`config.mk`:
```
export PLATFORM = sky130hd
export DESIGN_NAME = relay_power_sequencer
export DESIGN_NICKNAME = d
export VERILOG_FILES = /design/src/rtl/rps_pkg.sv /design/src/rtl/rps_cfg_regs.sv /design/src/rtl/rps_fault_check.sv /design/src/rtl/rps_seq_core.sv /design/src/rtl/relay_power_sequencer.sv
export SDC_FILE = /design/constraint.sdc
export NUM_CORES = 1
export LEC_CHECK = 0
export ABC_AREA = 1
export BUFFER_PORTS_ARGS = -buffer_cell sky130_fd_sc_hd__buf_2
export CAP_MARGIN = 20
export CELL_PAD_IN_SITES_DETAIL_PLACEMENT = 0
export CELL_PAD_IN_SITES_GLOBAL_PLACEMENT = 1
export CORE_MARGIN = 4
export CORE_UTILIZATION = 45
export DETAILED_ROUTE_END_ITERATION = 8
export PLACE_DENSITY = 0.82
export REMOVE_ABC_BUFFERS = 1
export SLEW_MARGIN = 20
export SYNTH_ARGS = -nofsm -noshare
export SYNTH_HDL_FRONTEND = slang
export SYNTH_SLANG_ARGS = --single-unit
```
`constraint.sdc`:
```
create_clock -name clk -period 5.1 [get_ports clk]
set_clock_uncertainty 0.2 [all_clocks]
set_input_delay 0.765 -clock clk [delete_from_list [all_inputs] [get_ports clk]]
set_output_delay 0.765 -clock clk [all_outputs]
set_load 0.1 [all_outputs]
```
`src/rtl/rps_pkg.sv`:
```
// shared types, codes and constants of the relay power sequencer
`default_nettype none
package rps_pkg;

  // item kinds carried on tuser
  localparam logic [2:0] KIND_TICK    = 3'd0;
  localparam logic [2:0] KIND_ENABLE  = 3'd1;
  localparam logic [2:0] KIND_DISABLE = 3'd2;
  localparam logic [2:0] KIND_ESTOP   = 3'd3;
  localparam logic [2:0] KIND_LIGHTS  = 3'd4;
  localparam logic [2:0] KIND_MEDIA   = 3'd5;
  localparam logic [2:0] KIND_INIT    = 3'd6;

  // sequence steps
  localparam logic [3:0] SEQ_REST      = 4'd0;
  localparam logic [3:0] SEQ_EN_MAIN   = 4'd1;
  localparam logic [3:0] SEQ_EN_TRAC   = 4'd2;
  localparam logic [3:0] SEQ_EN_STEER  = 4'd3;
  localparam logic [3:0] SEQ_EN_END    = 4'd4;
  localparam logic [3:0] SEQ_DIS_STEER = 4'd5;
  localparam logic [3:0] SEQ_DIS_TRAC  = 4'd6;
  localparam logic [3:0] SEQ_DIS_MAIN  = 4'd7;
  localparam logic [3:0] SEQ_DIS_END   = 4'd8;

  // request status codes
  localparam logic [2:0] STAT_OK       = 3'd0;
  localparam logic [2:0] STAT_NO_INIT  = 3'd1;
  localparam logic [2:0] STAT_SYS_ERR  = 3'd2;
  localparam logic [2:0] STAT_DEBOUNCE = 3'd3;
  localparam logic [2:0] STAT_ALREADY  = 3'd4;
  localparam logic [2:0] STAT_BUSY     = 3'd5;

  // configuration register indexes
  localparam logic [2:0] REG_OVERCURRENT = 3'd0;
  localparam logic [2:0] REG_VOLT_LOW    = 3'd1;
  localparam logic [2:0] REG_VOLT_HIGH   = 3'd2;
  localparam logic [2:0] REG_OVERTEMP    = 3'd3;
  localparam logic [2:0] REG_DEBOUNCE    = 3'd4;
  localparam logic [2:0] REG_EN_STEP     = 3'd5;
  localparam logic [2:0] REG_DIS_STEP    = 3'd6;
  localparam logic [2:0] REG_TIMEOUT     = 3'd7;

  localparam int CFG_W  = 17;
  localparam int IN_W   = 160;
  localparam int OUT_W  = 24;

  // relay bit positions
  localparam int RLY_MAIN  = 0;
  localparam int RLY_TRAC  = 1;
  localparam int RLY_STEER = 2;
  localparam int RLY_LIGHT = 3;
  localparam int RLY_MEDIA = 4;
  localparam logic [4:0] RELAY_POWER = 5'b00111;

  localparam int MotorFields  = 4;
  localparam int MotorSensors = 4;

  localparam logic signed [19:0] NoReading    = -20'sd524288;
  localparam logic signed [19:0] CurrentCeil  = 20'sd100000;
  localparam logic signed [19:0] TempCeil     = 20'sd10000;
  localparam logic signed [19:0] VoltCeil     = 20'sd10000;
  localparam int                 FaultClearMs = 1000;
  localparam logic [7:0]         FaultRunMin  = 8'd3;
  localparam logic [7:0]         FaultRunMax  = 8'd255;

  typedef struct packed {
    logic [16:0] overcurrent_limit;
    logic [13:0] voltage_low_limit;
    logic [13:0] voltage_high_limit;
    logic [13:0] overtemp_limit;
    logic [15:0] debounce_ms;
    logic [15:0] enable_step_ms;
    logic [15:0] disable_step_ms;
    logic [15:0] step_timeout_ms;
  } cfg_t;

  typedef struct packed {
    logic [2:0]                   kind;
    logic [31:0]                  now_ms;
    logic                         system_has_error;
    logic                         switch_on;
    logic signed [19:0]           battery_current;
    logic signed [19:0]           battery_voltage;
    logic [MotorFields-1:0][19:0] motor_temp;
  } item_t;

  typedef struct packed {
    logic       critical_shutdown;
    logic       emergency_logged;
    logic       timeout_fired;
    logic [6:0] fault_mask;
    logic [2:0] request_status;
    logic [3:0] sequence_step;
    logic       media_on;
    logic       lights_on;
    logic       steering_on;
    logic       traction_on;
    logic       main_on;
  } result_t;

endpackage
`default_nettype wire

```
`src/rtl/rps_cfg_regs.sv`:
```
// configuration register file of the relay power sequencer
`default_nettype none
module rps_cfg_regs
  import rps_pkg::*;
(
  input  wire logic             clk,
  input  wire logic             rst,
  input  wire logic             cfg_we,
  input  wire logic [2:0]       cfg_index,
  input  wire logic [CFG_W-1:0] cfg_data,
  output cfg_t                  cfg
);

  always_ff @(posedge clk) begin
    if (rst) begin
      cfg.overcurrent_limit  <= 17'd1200;
      cfg.voltage_low_limit  <= 14'd200;
      cfg.voltage_high_limit <= 14'd300;
      cfg.overtemp_limit     <= 14'd800;
      cfg.debounce_ms        <= 16'd50;
      cfg.enable_step_ms     <= 16'd50;
      cfg.disable_step_ms    <= 16'd20;
      cfg.step_timeout_ms    <= 16'd5000;
    end else if (cfg_we) begin
      unique case (cfg_index)
        REG_OVERCURRENT: cfg.overcurrent_limit  <= cfg_data[16:0];
        REG_VOLT_LOW:    cfg.voltage_low_limit  <= cfg_data[13:0];
        REG_VOLT_HIGH:   cfg.voltage_high_limit <= cfg_data[13:0];
        REG_OVERTEMP:    cfg.overtemp_limit     <= cfg_data[13:0];
        REG_DEBOUNCE:    cfg.debounce_ms        <= cfg_data[15:0];
        REG_EN_STEP:     cfg.enable_step_ms     <= cfg_data[15:0];
        REG_DIS_STEP:    cfg.disable_step_ms    <= cfg_data[15:0];
        REG_TIMEOUT:     cfg.step_timeout_ms    <= cfg_data[15:0];
        default:         cfg.step_timeout_ms    <= cfg.step_timeout_ms;
      endcase
    end
  end

endmodule
`default_nettype wire

```
`src/rtl/rps_fault_check.sv`:
```
// sensor limit checks that build the fault mask of a tick
`default_nettype none
module rps_fault_check
  import rps_pkg::*;
(
  input  wire cfg_t  cfg,
  input  wire item_t item,
  output logic [6:0] fault_mask
);

  logic signed [19:0] cur_lim;
  logic signed [19:0] temp_lim;
  logic signed [19:0] vlow_lim;
  logic signed [19:0] vhigh_lim;
  logic signed [19:0] temp;

  assign cur_lim   = $signed({3'b000, cfg.overcurrent_limit});
  assign temp_lim  = $signed({6'b000000, cfg.overtemp_limit});
  assign vlow_lim  = $signed({6'b000000, cfg.voltage_low_limit});
  assign vhigh_lim = $signed({6'b000000, cfg.voltage_high_limit});

  always_comb begin
    fault_mask = '0;
    temp = '0;
    // limits are never negative, so a missing reading never passes a > test
    fault_mask[0] = (item.battery_current != NoReading) &&
                    (item.battery_current > cur_lim) &&
                    (item.battery_current < CurrentCeil);
    for (int i = 0; i < MotorFields; i++) begin
      temp = $signed(item.motor_temp[i]);
      if (i < MotorSensors) begin
        fault_mask[1+i] = (temp != NoReading) && (temp > temp_lim) && (temp < TempCeil);
      end
    end
    if (item.battery_voltage > 20'sd0) begin
      if (item.battery_voltage < vlow_lim) begin
        fault_mask[5] = 1'b1;
      end else if ((item.battery_voltage > vhigh_lim) && (item.battery_voltage < VoltCeil)) begin
        fault_mask[6] = 1'b1;
      end
    end
  end

endmodule
`default_nettype wire

```
`src/rtl/rps_seq_core.sv`:
```
// sequencer state, request handling and tick processing for one item
`default_nettype none
module rps_seq_core
  import rps_pkg::*;
#(
  parameter int TIME_BITS = 32
) (
  input  wire logic       clk,
  input  wire logic       rst,
  input  wire logic       go,
  input  wire cfg_t       cfg,
  input  wire item_t      item,
  input  wire logic [6:0] sensor_mask,
  output result_t         result
);

  logic                 initialized;
  logic [3:0]           seq;
  logic [TIME_BITS-1:0] step_start;
  logic [TIME_BITS-1:0] last_change;
  logic [4:0]           relays;
  logic                 emerg_pending;
  logic [7:0]           fault_count;
  logic [TIME_BITS-1:0] last_fault;

  logic                 initialized_next;
  logic [3:0]           seq_next;
  logic [TIME_BITS-1:0] step_start_next;
  logic [TIME_BITS-1:0] last_change_next;
  logic [4:0]           relays_next;
  logic                 emerg_pending_next;
  logic [7:0]           fault_count_next;
  logic [TIME_BITS-1:0] last_fault_next;

  logic [TIME_BITS-1:0] now;
  logic [TIME_BITS-1:0] step_age;
  logic [TIME_BITS-1:0] change_age;
  logic [TIME_BITS-1:0] fault_age;
  logic [2:0]           status;
  logic [6:0]           mask;
  logic                 tmo;
  logic                 emerg_log;
  logic                 crit;

  assign now        = TIME_BITS'(item.now_ms);
  assign step_age   = now - step_start;
  assign change_age = now - last_change;
  assign fault_age  = now - last_fault;

  always_comb begin
    initialized_next   = initialized;
    seq_next           = seq;
    step_start_next    = step_start;
    last_change_next   = last_change;
    relays_next        = relays;
    emerg_pending_next = emerg_pending;
    fault_count_next   = fault_count;
    last_fault_next    = last_fault;
    status             = STAT_OK;
    mask               = '0;
    tmo                = 1'b0;
    emerg_log          = 1'b0;
    crit               = 1'b0;

    case (item.kind)
      KIND_TICK: begin
        if (initialized) begin
          if (emerg_pending) begin
            emerg_pending_next = 1'b0;
            emerg_log          = 1'b1;
            last_change_next   = now;
          end
          if ((seq != SEQ_REST) && (step_age > TIME_BITS'(cfg.step_timeout_ms))) begin
            relays_next      = relays_next & ~RELAY_POWER;
            seq_next         = SEQ_REST;
            last_change_next = now;
            tmo              = 1'b1;
          end
          unique case (seq_next)
            SEQ_EN_MAIN: begin
              relays_next[RLY_MAIN] = 1'b1;
              if (step_age >= TIME_BITS'(cfg.enable_step_ms)) begin
                seq_next        = SEQ_EN_TRAC;
                step_start_next = now;
              end
            end
            SEQ_EN_TRAC: begin
              relays_next[RLY_TRAC] = 1'b1;
              if (step_age >= TIME_BITS'(cfg.enable_step_ms)) begin
                seq_next        = SEQ_EN_STEER;
                step_start_next = now;
              end
            end
            SEQ_EN_STEER: begin
              relays_next[RLY_STEER] = 1'b1;
              seq_next               = SEQ_EN_END;
              step_start_next        = now;
            end
            SEQ_DIS_STEER: begin
              relays_next[RLY_STEER] = 1'b0;
              if (step_age >= TIME_BITS'(cfg.disable_step_ms)) begin
                seq_next        = SEQ_DIS_TRAC;
                step_start_next = now;
              end
            end
            SEQ_DIS_TRAC: begin
              relays_next[RLY_TRAC] = 1'b0;
              if (step_age >= TIME_BITS'(cfg.disable_step_ms)) begin
                seq_next        = SEQ_DIS_MAIN;
                step_start_next = now;
              end
            end
            SEQ_DIS_MAIN: begin
              relays_next[RLY_MAIN] = 1'b0;
              seq_next              = SEQ_DIS_END;
              step_start_next       = now;
            end
            SEQ_EN_END, SEQ_DIS_END: begin
              last_change_next = now;
              seq_next         = SEQ_REST;
            end
            default: seq_next = SEQ_REST;
          endcase

          mask = sensor_mask;
          if (mask != 7'd0) begin
            fault_count_next = (fault_count < FaultRunMax) ? fault_count + 8'd1 : fault_count;
            last_fault_next  = now;
            if (fault_count_next >= FaultRunMin) begin
              crit = 1'b1;
              if (seq_next == SEQ_REST) begin
                seq_next        = SEQ_DIS_STEER;
                step_start_next = now;
              end
            end
          end else if (fault_age > TIME_BITS'(FaultClearMs)) begin
            fault_count_next = '0;
          end
        end
      end
      KIND_ENABLE: begin
        priority if (!initialized) begin
          status = STAT_NO_INIT;
        end else if (item.system_has_error) begin
          status = STAT_SYS_ERR;
        end else if (change_age < TIME_BITS'(cfg.debounce_ms)) begin
          status = STAT_DEBOUNCE;
        end else if ((relays & RELAY_POWER) == RELAY_POWER) begin
          status           = STAT_ALREADY;
          last_change_next = now;
        end else if (seq != SEQ_REST) begin
          status = STAT_BUSY;
        end else begin
          seq_next        = SEQ_EN_MAIN;
          step_start_next = now;
        end
      end
      KIND_DISABLE: begin
        priority if (!initialized) begin
          status = STAT_NO_INIT;
        end else if (change_age < TIME_BITS'(cfg.debounce_ms)) begin
          status = STAT_DEBOUNCE;
        end else if ((relays & RELAY_POWER) == 5'd0) begin
          status           = STAT_ALREADY;
          last_change_next = now;
        end else if (seq != SEQ_REST) begin
          status = STAT_BUSY;
        end else begin
          seq_next        = SEQ_DIS_STEER;
          step_start_next = now;
        end
      end
      KIND_ESTOP: begin
        relays_next        = '0;
        seq_next           = SEQ_REST;
        emerg_pending_next = 1'b1;
      end
      KIND_LIGHTS: begin
        if (!initialized) begin
          status = STAT_NO_INIT;
        end else begin
          relays_next[RLY_LIGHT] = item.switch_on;
        end
      end
      KIND_MEDIA: begin
        if (!initialized) begin
          status = STAT_NO_INIT;
        end else begin
          relays_next[RLY_MEDIA] = item.switch_on;
        end
      end
      KIND_INIT: begin
        relays_next      = '0;
        last_change_next = now;
        seq_next         = SEQ_REST;
        initialized_next = 1'b1;
      end
      default: status = STAT_OK;
    endcase

    result.main_on           = relays_next[RLY_MAIN];
    result.traction_on       = relays_next[RLY_TRAC];
    result.steering_on       = relays_next[RLY_STEER];
    result.lights_on         = relays_next[RLY_LIGHT];
    result.media_on          = relays_next[RLY_MEDIA];
    result.sequence_step     = seq_next;
    result.request_status    = status;
    result.fault_mask        = mask;
    result.timeout_fired     = tmo;
    result.emergency_logged  = emerg_log;
    result.critical_shutdown = crit;
  end

  always_ff @(posedge clk) begin
    if (rst) begin
      initialized   <= 1'b0;
      seq           <= SEQ_REST;
      step_start    <= '0;
      last_change   <= '0;
      relays        <= '0;
      emerg_pending <= 1'b0;
      fault_count   <= '0;
      last_fault    <= '0;
    end else if (go) begin
      initialized   <= initialized_next;
      seq           <= seq_next;
      step_start    <= step_start_next;
      last_change   <= last_change_next;
      relays        <= relays_next;
      emerg_pending <= emerg_pending_next;
      fault_count   <= fault_count_next;
      last_fault    <= last_fault_next;
    end
  end

endmodule
`default_nettype wire

```
`src/rtl/relay_power_sequencer.sv`:
```
// relay power sequencer top level: input register, step logic, result register
// an accepted item is registered in the input register, and its result then in the result register
// throughput: one item per cycle while m_axis_tready holds, set by the combinational step logic
// the input register refills in the cycle it empties, so tready stays high under steady flow
// reset (rst, synchronous, active high) clears the valid bits of both registers, the sequencer state
// and loads the default limits and timings into the configuration registers
`default_nettype none
module relay_power_sequencer
  import rps_pkg::*;
#(
  parameter int TIME_BITS = 32
) (
  input  wire logic             clk,
  input  wire logic             rst,
  // input item stream
  input  wire logic             s_axis_tvalid,
  output logic                  s_axis_tready,
  // now_ms[31:0], system_has_error[32], switch_on[33], battery_current[53:34],
  // battery_voltage[73:54], motor_temp_a[93:74], motor_temp_b[113:94],
  // motor_temp_c[133:114], motor_temp_d[153:134], zero fill[159:154]
  input  wire logic [IN_W-1:0]  s_axis_tdata,
  // kind[2:0]
  input  wire logic [2:0]       s_axis_tuser,
  // result item stream
  output logic                  m_axis_tvalid,
  input  wire logic             m_axis_tready,
  // main_on[0], traction_on[1], steering_on[2], lights_on[3], media_on[4],
  // sequence_step[8:5], request_status[11:9], fault_mask[18:12],
  // timeout_fired[19], emergency_logged[20], critical_shutdown[21], zero fill[23:22]
  output logic [OUT_W-1:0]      m_axis_tdata,
  // configuration write port
  input  wire logic             cfg_we,
  input  wire logic [2:0]       cfg_index,
  input  wire logic [CFG_W-1:0] cfg_data
);

  cfg_t       cfg;
  item_t      in_item;
  logic       in_valid;
  logic       advance;
  logic [6:0] sensor_mask;
  result_t    step_result;
  result_t    out_result;

  // an item moves on when the result register is empty or being drained
  assign advance       = in_valid && (!m_axis_tvalid || m_axis_tready);
  assign s_axis_tready = !in_valid || advance;

  // input register: unpack the stream fields once on acceptance
  always_ff @(posedge clk) begin
    if (rst) begin
      in_valid <= 1'b0;
    end else if (s_axis_tready) begin
      in_valid <= s_axis_tvalid;
    end
  end

  always_ff @(posedge clk) begin
    if (s_axis_tvalid && s_axis_tready) begin
      in_item.kind             <= s_axis_tuser;
      in_item.now_ms           <= s_axis_tdata[31:0];
      in_item.system_has_error <= s_axis_tdata[32];
      in_item.switch_on        <= s_axis_tdata[33];
      in_item.battery_current  <= $signed(s_axis_tdata[53:34]);
      in_item.battery_voltage  <= $signed(s_axis_tdata[73:54]);
      in_item.motor_temp[0]    <= s_axis_tdata[93:74];
      in_item.motor_temp[1]    <= s_axis_tdata[113:94];
      in_item.motor_temp[2]    <= s_axis_tdata[133:114];
      in_item.motor_temp[3]    <= s_axis_tdata[153:134];
    end
  end

  rps_cfg_regs u_cfg (
    .clk       (clk),
    .rst       (rst),
    .cfg_we    (cfg_we),
    .cfg_index (cfg_index),
    .cfg_data  (cfg_data),
    .cfg       (cfg)
  );

  // sensor compares run on every item; the core only uses them on ticks
  rps_fault_check u_fault (
    .cfg        (cfg),
    .item       (in_item),
    .fault_mask (sensor_mask)
  );

  rps_seq_core #(
    .TIME_BITS (TIME_BITS)
  ) u_core (
    .clk         (clk),
    .rst         (rst),
    .go          (advance),
    .cfg         (cfg),
    .item        (in_item),
    .sensor_mask (sensor_mask),
    .result      (step_result)
  );

  // result register: holds a finished item until the sink takes it
  always_ff @(posedge clk) begin
    if (rst) begin
      m_axis_tvalid <= 1'b0;
    end else if (!m_axis_tvalid || m_axis_tready) begin
      m_axis_tvalid <= in_valid;
    end
  end

  always_ff @(posedge clk) begin
    if (advance) begin
      out_result <= step_result;
    end
  end

  assign m_axis_tdata = {2'b00, out_result};

endmodule
`default_nettype wire

```
==> flow_summary.json, run 1 <==
{
  "hold_buffers": 0,
  "areaGrowthSynthToFinish_pct": 15.5,
  "synth.area.top_cells": "edfxtp_1 (21%), dfxtp_1 (18%), ha_1 (12%)",
  "hold_start": "s_axis_tdata[38]",
  "final_antenna_net_count": 0,
  "end_kind": "flip-flop",
  "critPathLaunchType": "flip-flop",
  "hold_depth": 1,
  "die-width_um": 249,
  "nNetsFinal": 4094,
  "coreArea_um2": 57700,
  "critPathBufInv": 5,
  "synth-seq-cells": 419,
  "synth_top_area_share_pct": 20.5,
  "clk_pin_slew_worst_paths_ns": 0.07,
  "utilization_pct": 52.5,
  "wl_per_cell_um": 16.6,
  "setup_violations": 0,
  "place_congestion": 0.947,
  "vias_per_cell": 5.14,
  "synth_ff_type": "dfxtp_1",
  "grt_pass1_wl_um": 116000,
  "fill_cells": 5774,
  "slew_violations": 0,
  "synth_area_leader_cell": "edfxtp_1",
  "cts.sinks": 419,
  "routed_wl_um": 73700,
  "post-route-min-period_ns": 4.75,
  "start_util_pct": 45.4,
  "cellPowerDensity_nw_per_um2": 296,
  "h-tree-depth": 2,
  "status": "completed",
  "grt_max_degree": 97,
  "max-vdd-ir-drop_mv": 0.277,
  "rrSetupSlack_ns": 0.35,
  "grt_pass1_vias": 21800,
  "die-area_um2": 62200,
  "io_pins": 214,
  "path_class": "reg -> reg",
  "synthTopCellsByCount": "nand2_1 (632), inv_1 (529), a21oi_1 (364)",
  "syn_inst": 3393,
  "dp_hpwl_um": 56500,
  "worstReg2RegEnd": "u_core.last_change[0]$_SDFFE_PP0P_",
  "cp_max_fo": 27,
  "syn_avg_cell_area_um2": 7.73,
  "rows": 88,
  "worst_pin_slew_ns": 0.995,
  "grt-ovfl-total": 0,
  "r2r_start": "in_item[122]$_DFFE_PP_",
  "final.period_utilization_pct": 93.0,
  "ys_types": 60,
  "synth_edf_count": 179,
  "tritoncts": "done",
  "cp_data_arrival_time_ns": 5.00,
  "worstHoldEndpoint": "in_item[104]$_DFFE_PP_",
  "vias": 22900,
  "cap_violations": 0,
  "rr_worst_depth": 27,
  "hp-class": "in -> reg",
  "fmax_mhz": 211,
  "synth_area_um2": 26200,
  "drive_above_1_share_pct": 12.9,
  "clockRootBuffer": "clkbuf_16",
  "power_mw": 8.97,
  "die_h_um": 249,
  "route.detailed.drc": 0,
  "required_ns": 5.35,
  "cp_slowest_cell": "edfxtp_1",
  "antennaDiodeCount": 0,
  "synthArstFlopShare_pct": 0,
  "final-hold-violation-count": 0,
  "clock_latency_ns": 0.63,
  "p_leak_nw": 13.3,
  "cts_buffer_depth": 3,
  "antenna_found_initial": 1,
  "drt_iter0_drc": 1708,
  "port-buffer-count": 205,
  "grt_use_total_pct": 22.9,
  "yosysWarnings": 0,
  "yosysMostFrequentCell": "nand2_1",
  "drt-pass1-iter-count": 6,
  "crit_path_max_incr_delay_ns": 0.41,
  "slew_headroom_pct": 33.7,
  "yosysSeqAreaShare_pct": 38.8,
  "critPathTopFamily": "compound AO/OA/AOI/OAI gates",
  "cts_buffers": 48
}
[timing repair]
action / in CTS / in global routing
buffers inserted: 0 / 1
endpoints found under the hold margin: 0 / 0
setup endpoints to repair: 0 / 67
resized for setup: 0 / 23
[routing by layer]
metal  part of all wire (%)  global-route usage [%]  vias up
met5                      0                       0        -
met4                    2.7                    6.55        0
met3                    3.9                    2.64      117
met2                     46                    38.5      452
met1                     47                    31.2    10400
li1                       -                       -    11900
[power breakdown]
part           leakage, nW  switching (mW)  internal (mW)
logic                 8.79            1.07          0.615
registers             3.70          0.0911           3.65
clock network        0.773            1.48           2.07
total                 13.3            2.64           6.33
[worst register-to-register path: stages, from the launching register on]
cell	delay (ns)
edfxtp_1	0.41
inv_1	0.19
ha_1	0.24
inv_1	0.11
fa_1	0.41
nand2_1	0.10
a21oi_2	0.09
a31oi_4	0.21
o21ai_1	0.10
nand2_1	0.07
nand2_1	0.09
xor2_1	0.21
ha_1	0.26
nand2_1	0.08
nor2_1	0.05
a211oi_1	0.25
o21ai_0	0.13
a31oi_1	0.16
buf_4	0.15
nand3_2	0.09
buf_12	0.16
a21oi_1	0.14
nor2_1	0.08
nand3_4	0.17
buf_12	0.20
nor2_1	0.06
a21oi_1	0.12
nor2_1	0.05
[cell usage in the layout, fill, tap and decap left out, types with 9 or more instances in the layout]
master,Yosys,routed
nand2_1,632,632
inv_1,529,527
a21oi_1,364,361
nor2_1,257,254
ha_1,257,251
o21ai_0,248,248
dfxtp_1,240,240
buf_2,6,205
edfxtp_1,179,179
nand3_1,145,144
buf_4,2,65
nand4_1,57,57
xor2_1,51,49
clkbuf_16,0,48
nor3_1,43,42
o211ai_1,32,32
nand2_2,30,29
a21oi_2,21,24
o21ai_1,21,21
nor4_1,21,21
a21o_1,18,18
xnor2_1,17,17
nor2_2,11,14
a31oi_1,13,12
clkbuf_1,63,12
inv_2,11,11
o21a_1,11,11
clkinv_1,5,10
nand3_2,9,9
a211oi_1,11,9
[registers in the layout, indices dropped and copies added, names as in the netlist, 5 cells and up]
register / flops
in_item: 157
m_axis_tdata: 22
u_cfg.cfg: 123
u_core.fault_count: 8
u_core.last_change: 32
u_core.last_fault: 32
u_core.relays: 5
u_core.step_start: 32
[cells by family (layout without fill, tap and decap cells)]
| family | after synthesis | after routing | synth area share, % |
|---|---|---|---|
| buffers and inverters | 621 | 913 | 9.12 |
| adders and majority gates | 260 | 260 | 12.5 |
| other | 1 | 2 | 0.0143 |
| and+or+nand+nor | 1241 | 1241 | 20.7 |
| DFF | 419 | 419 | 38.8 |
| AOI/OAI and AO/OA | 783 | 783 | 16.5 |
| xor gates and xnor gates | 68 | 68 | 2.27 |
[final cells by class]
cell class	count	area, um2	share of cell area (%)
Multi-Input combinational cell	2354	13800	45.5
Sequential cell	419	10200	33.6
Inverter	545	2050	6.78
Timing Repair Buffer	278	1670	5.53
Clock buffer	60	1250	4.12
Tap cell	765	957	3.16
Clock inverter	30	393	1.30
[how the worst max path moves through the flow]
stage	depth (start not counted)	to	slack, ns	start
detailed placement	27	u_core.last_change[0]$_SDFFE_PP0P_	0.25	in_item[122]$_DFFE_PP_
global placement	27	u_core.last_change[0]$_SDFFE_PP0P_	0.28	in_item[122]$_DFFE_PP_
global route	26	u_core.last_change[16]$_SDFFE_PP0P_	-0.002	in_item[122]$_DFFE_PP_
finish	27	u_core.last_change[0]$_SDFFE_PP0P_	0.35	in_item[122]$_DFFE_PP_
floorplan	3	in_item[0]$_DFFE_PP_	-0.46	m_axis_tvalid$_SDFFE_PP0P_
CTS	27	u_core.last_change[0]$_SDFFE_PP0P_	0.20	in_item[122]$_DFFE_PP_
[per-stage QoR]
| step | std cells | setup TNS (ns) | area (um2) | setup WS, ns | hold slack, ns |
|---|---|---|---|---|---|
| 4_1_cts | 4450 | 0 | 30100 | 0.199 | 0.0774 |
| 3_5_place_dp | 4360 | 0 | 28500 | 0.247 | 0.252 |
| 5_1_grt | 4451 | -0.00227 | 30300 | -0.00227 | 0.0790 |
| 2_1_floorplan | 3318 | -71.58 | 25900 | -0.456 | 0.235 |
| 6_report | 4451 | 0 | 30300 | 0.355 | 0.111 |
| 3_3_place_gp | 4360 | 0 | 28500 | 0.279 | 0.244 |
Note: power is estimated with default switching activity, not from simulation.
==> run 2: changes to the inputs <==
Settings changed: CTS_BUF_LIST set to sky130_fd_sc_hd__clkbuf_16.
==> flow_summary.json, run 2 (synthesized netlist as in run 1, its figures left out) <==
{
  "grt_max_degree": 97,
  "cap_violations": 0,
  "clock_latency_ns": 0.63,
  "fill_cells": 5774,
  "grtUsageMet2_pct": 38.5,
  "antenna_found_initial": 1,
  "multi_input_area_um2": 13800,
  "worstReg2RegEnd": "u_core.last_change[0]$_SDFFE_PP0P_",
  "die-area_um2": 62200,
  "grt_util_met1_pct": 31.2,
  "route.detailed.drc": 0,
  "largest_register_ffs": 157,
  "die-width_um": 249,
  "top_usage_layer": "met2",
  "vias_per_cell": 5.16,
  "r2r_start": "in_item[122]$_DFFE_PP_",
  "rows": 88,
  "clockRootBuffer": "clkbuf_16",
  "io_pins": 214,
  "port-buffer-count": 205,
  "wl_per_cell_um": 16.6,
  "crit_end": "u_core.last_change[0]$_SDFFE_PP0P_",
  "routed_wl_um": 73700,
  "fin_hold_ws_ns": 0.110,
  "met3_usage_pct": 2.64,
  "fmax_mhz": 211,
  "register_area_um2": 10200,
  "status": "completed",
  "cts_buffers": 48,
  "rr_worst_depth": 27,
  "hp-class": "in -> reg",
  "final.period_utilization_pct": 93.1,
  "dp_cells": 4360,
  "cts.sinks": 419,
  "path_class": "reg -> reg",
  "cp_data_arrival_time_ns": 5.00,
  "die_h_um": 249,
  "required_ns": 5.35,
  "post-route-min-period_ns": 4.75,
  "max-vdd-ir-drop_mv": 0.278,
  "h-tree-depth": 2,
  "coreArea_um2": 57700,
  "cp_max_fo": 27,
  "grt_pass1_wl_um": 116000,
  "rrSetupSlack_ns": 0.35,
  "tritoncts": "done",
  "place_congestion": 0.947,
  "regMostFlops": "in_item",
  "cts_buffer_depth": 3,
  "drt_iter0_drc": 1673,
  "nNetsFinal": 4094,
  "dp_hpwl_um": 56500,
  "setup_violations": 0,
  "slew_violations": 0,
  "drive_above_1_share_pct": 12.9,
  "worst_pin_slew_ns": 0.989,
  "final_cell_mix": "nand2_1 (632), inv_1 (539), a21oi_1 (361)",
  "crit_start": "in_item[122]$_DFFE_PP_",
  "finalSetupTns_ns": 0,
  "cellPowerDensity_nw_per_um2": 296,
  "final_antenna_net_count": 0,
  "grt_use_total_pct": 22.9,
  "hold_buffers": 0,
  "final-hold-violation-count": 0,
  "slew_headroom_pct": 34.1,
  "areaGrowthSynthToFinish_pct": 15.5,
  "end_kind": "flip-flop",
  "final_common_cell": "nand2_1",
  "reg_top3": "in_item (157), u_cfg.cfg (123)",
  "clk_pin_slew_worst_paths_ns": 0.06,
  "power_mw": 8.95,
  "drt-pass1-iter-count": 5,
  "critPathLaunchType": "flip-flop",
  "vias": 23000,
  "grt-ovfl-total": 0,
  "p_leak_nw": 13.3,
  "start_util_pct": 45.4,
  "fin_cells": 4451,
  "grt_pass1_vias": 21800,
  "antennaDiodeCount": 0
}
==> run 2: changes by cell type in the layout (fill, tap and decap cells not counted) <==
cell | previous run | this run
clkbuf_1 | 12 | 0
inv_1 | 527 | 539
==> run 2: worst min-delay path by stage <==
stage | endpoint | startpoint | slack (ns) | depth (start not counted)
after floorplan | u_core.step_start[3]$_SDFFE_PP0P_ | u_core.step_start[3]$_SDFFE_PP0P_ | 0.23 | 2
after global placement | u_core.last_fault[30]$_SDFFE_PP0P_ | u_core.last_fault[30]$_SDFFE_PP0P_ | 0.24 | 2
after detailed placement | u_cfg.cfg[21]$_SDFFE_PP0P_ | u_cfg.cfg[21]$_SDFFE_PP0P_ | 0.25 | 2
after CTS | in_item[104]$_DFFE_PP_ | s_axis_tdata[38] | 0.08 | 1
after global routing | in_item[16]$_DFFE_PP_ | s_axis_tdata[90] | 0.08 | 1
final | in_item[72]$_DFFE_PP_ | s_axis_tdata[146] | 0.11 | 1
==> run 2: timing repair <==
| action | 4_1_cts | 5_1_grt |
|---|---|---|
| resized for setup | 0 | 23 |
| endpoints found under the setup margin | 0 | 67 |
| buffers inserted | 0 | 1 |
==> run 2: routing by layer <==
| metal | routed length [um] | part of all wire [%] |
|---|---|---|
| met1 | 34500 | 47 |
| met3 | 3070 | 4.2 |
| met2 | 34200 | 46 |
| met4 | 1950 | 2.6 |
| met5 | 0 | 0 |
==> run 2: power by group <==
group | internal [mW] | leakage [nW] | switching, mW
sequential | 3.65 | 3.70 | 0.0909
combinational | 0.615 | 8.79 | 1.07
clock | 2.04 | 0.823 | 1.48
total | 6.31 | 13.3 | 2.64
==> run 2: final cells by class <==
type	instances	share of cell area (%)
multi-input cells	2354	45.5
flip-flops and latches	419	33.6
inverters	545	6.78
repair buffers	278	5.53
clock buffers	48	3.97
well taps	765	3.16
clock inverters	42	1.45
==> run 2: critical path, cell delays in order (launching register included) <==
cell and delay (ns):
edfxtp_1 0.41, inv_1 0.19, ha_1 0.24, inv_1 0.11, fa_1 0.41, nand2_1 0.10
a21oi_2 0.09, a31oi_4 0.21, o21ai_1 0.10, nand2_1 0.07, nand2_1 0.09, xor2_1 0.21
ha_1 0.26, nand2_1 0.08, nor2_1 0.05, a211oi_1 0.25, o21ai_0 0.13, a31oi_1 0.16
buf_4 0.15, nand3_2 0.09, buf_12 0.16, a21oi_1 0.13, nor2_1 0.08, nand3_4 0.17
buf_12 0.19, nor2_1 0.05, a21oi_1 0.12, nor2_1 0.05
==> run 2: stage by stage <==
step / utilization, % / cell area (um2) / setup WS, ns
finish: 52.5 / 30300 / 0.353
detailed placement: 49.4 / 28500 / 0.247
floorplan: - / 25900 / -0.456
global placement: 49.4 / 28500 / 0.279
CTS: 52.2 / 30100 / 0.201
global route: 52.5 / 30300 / -0.00227
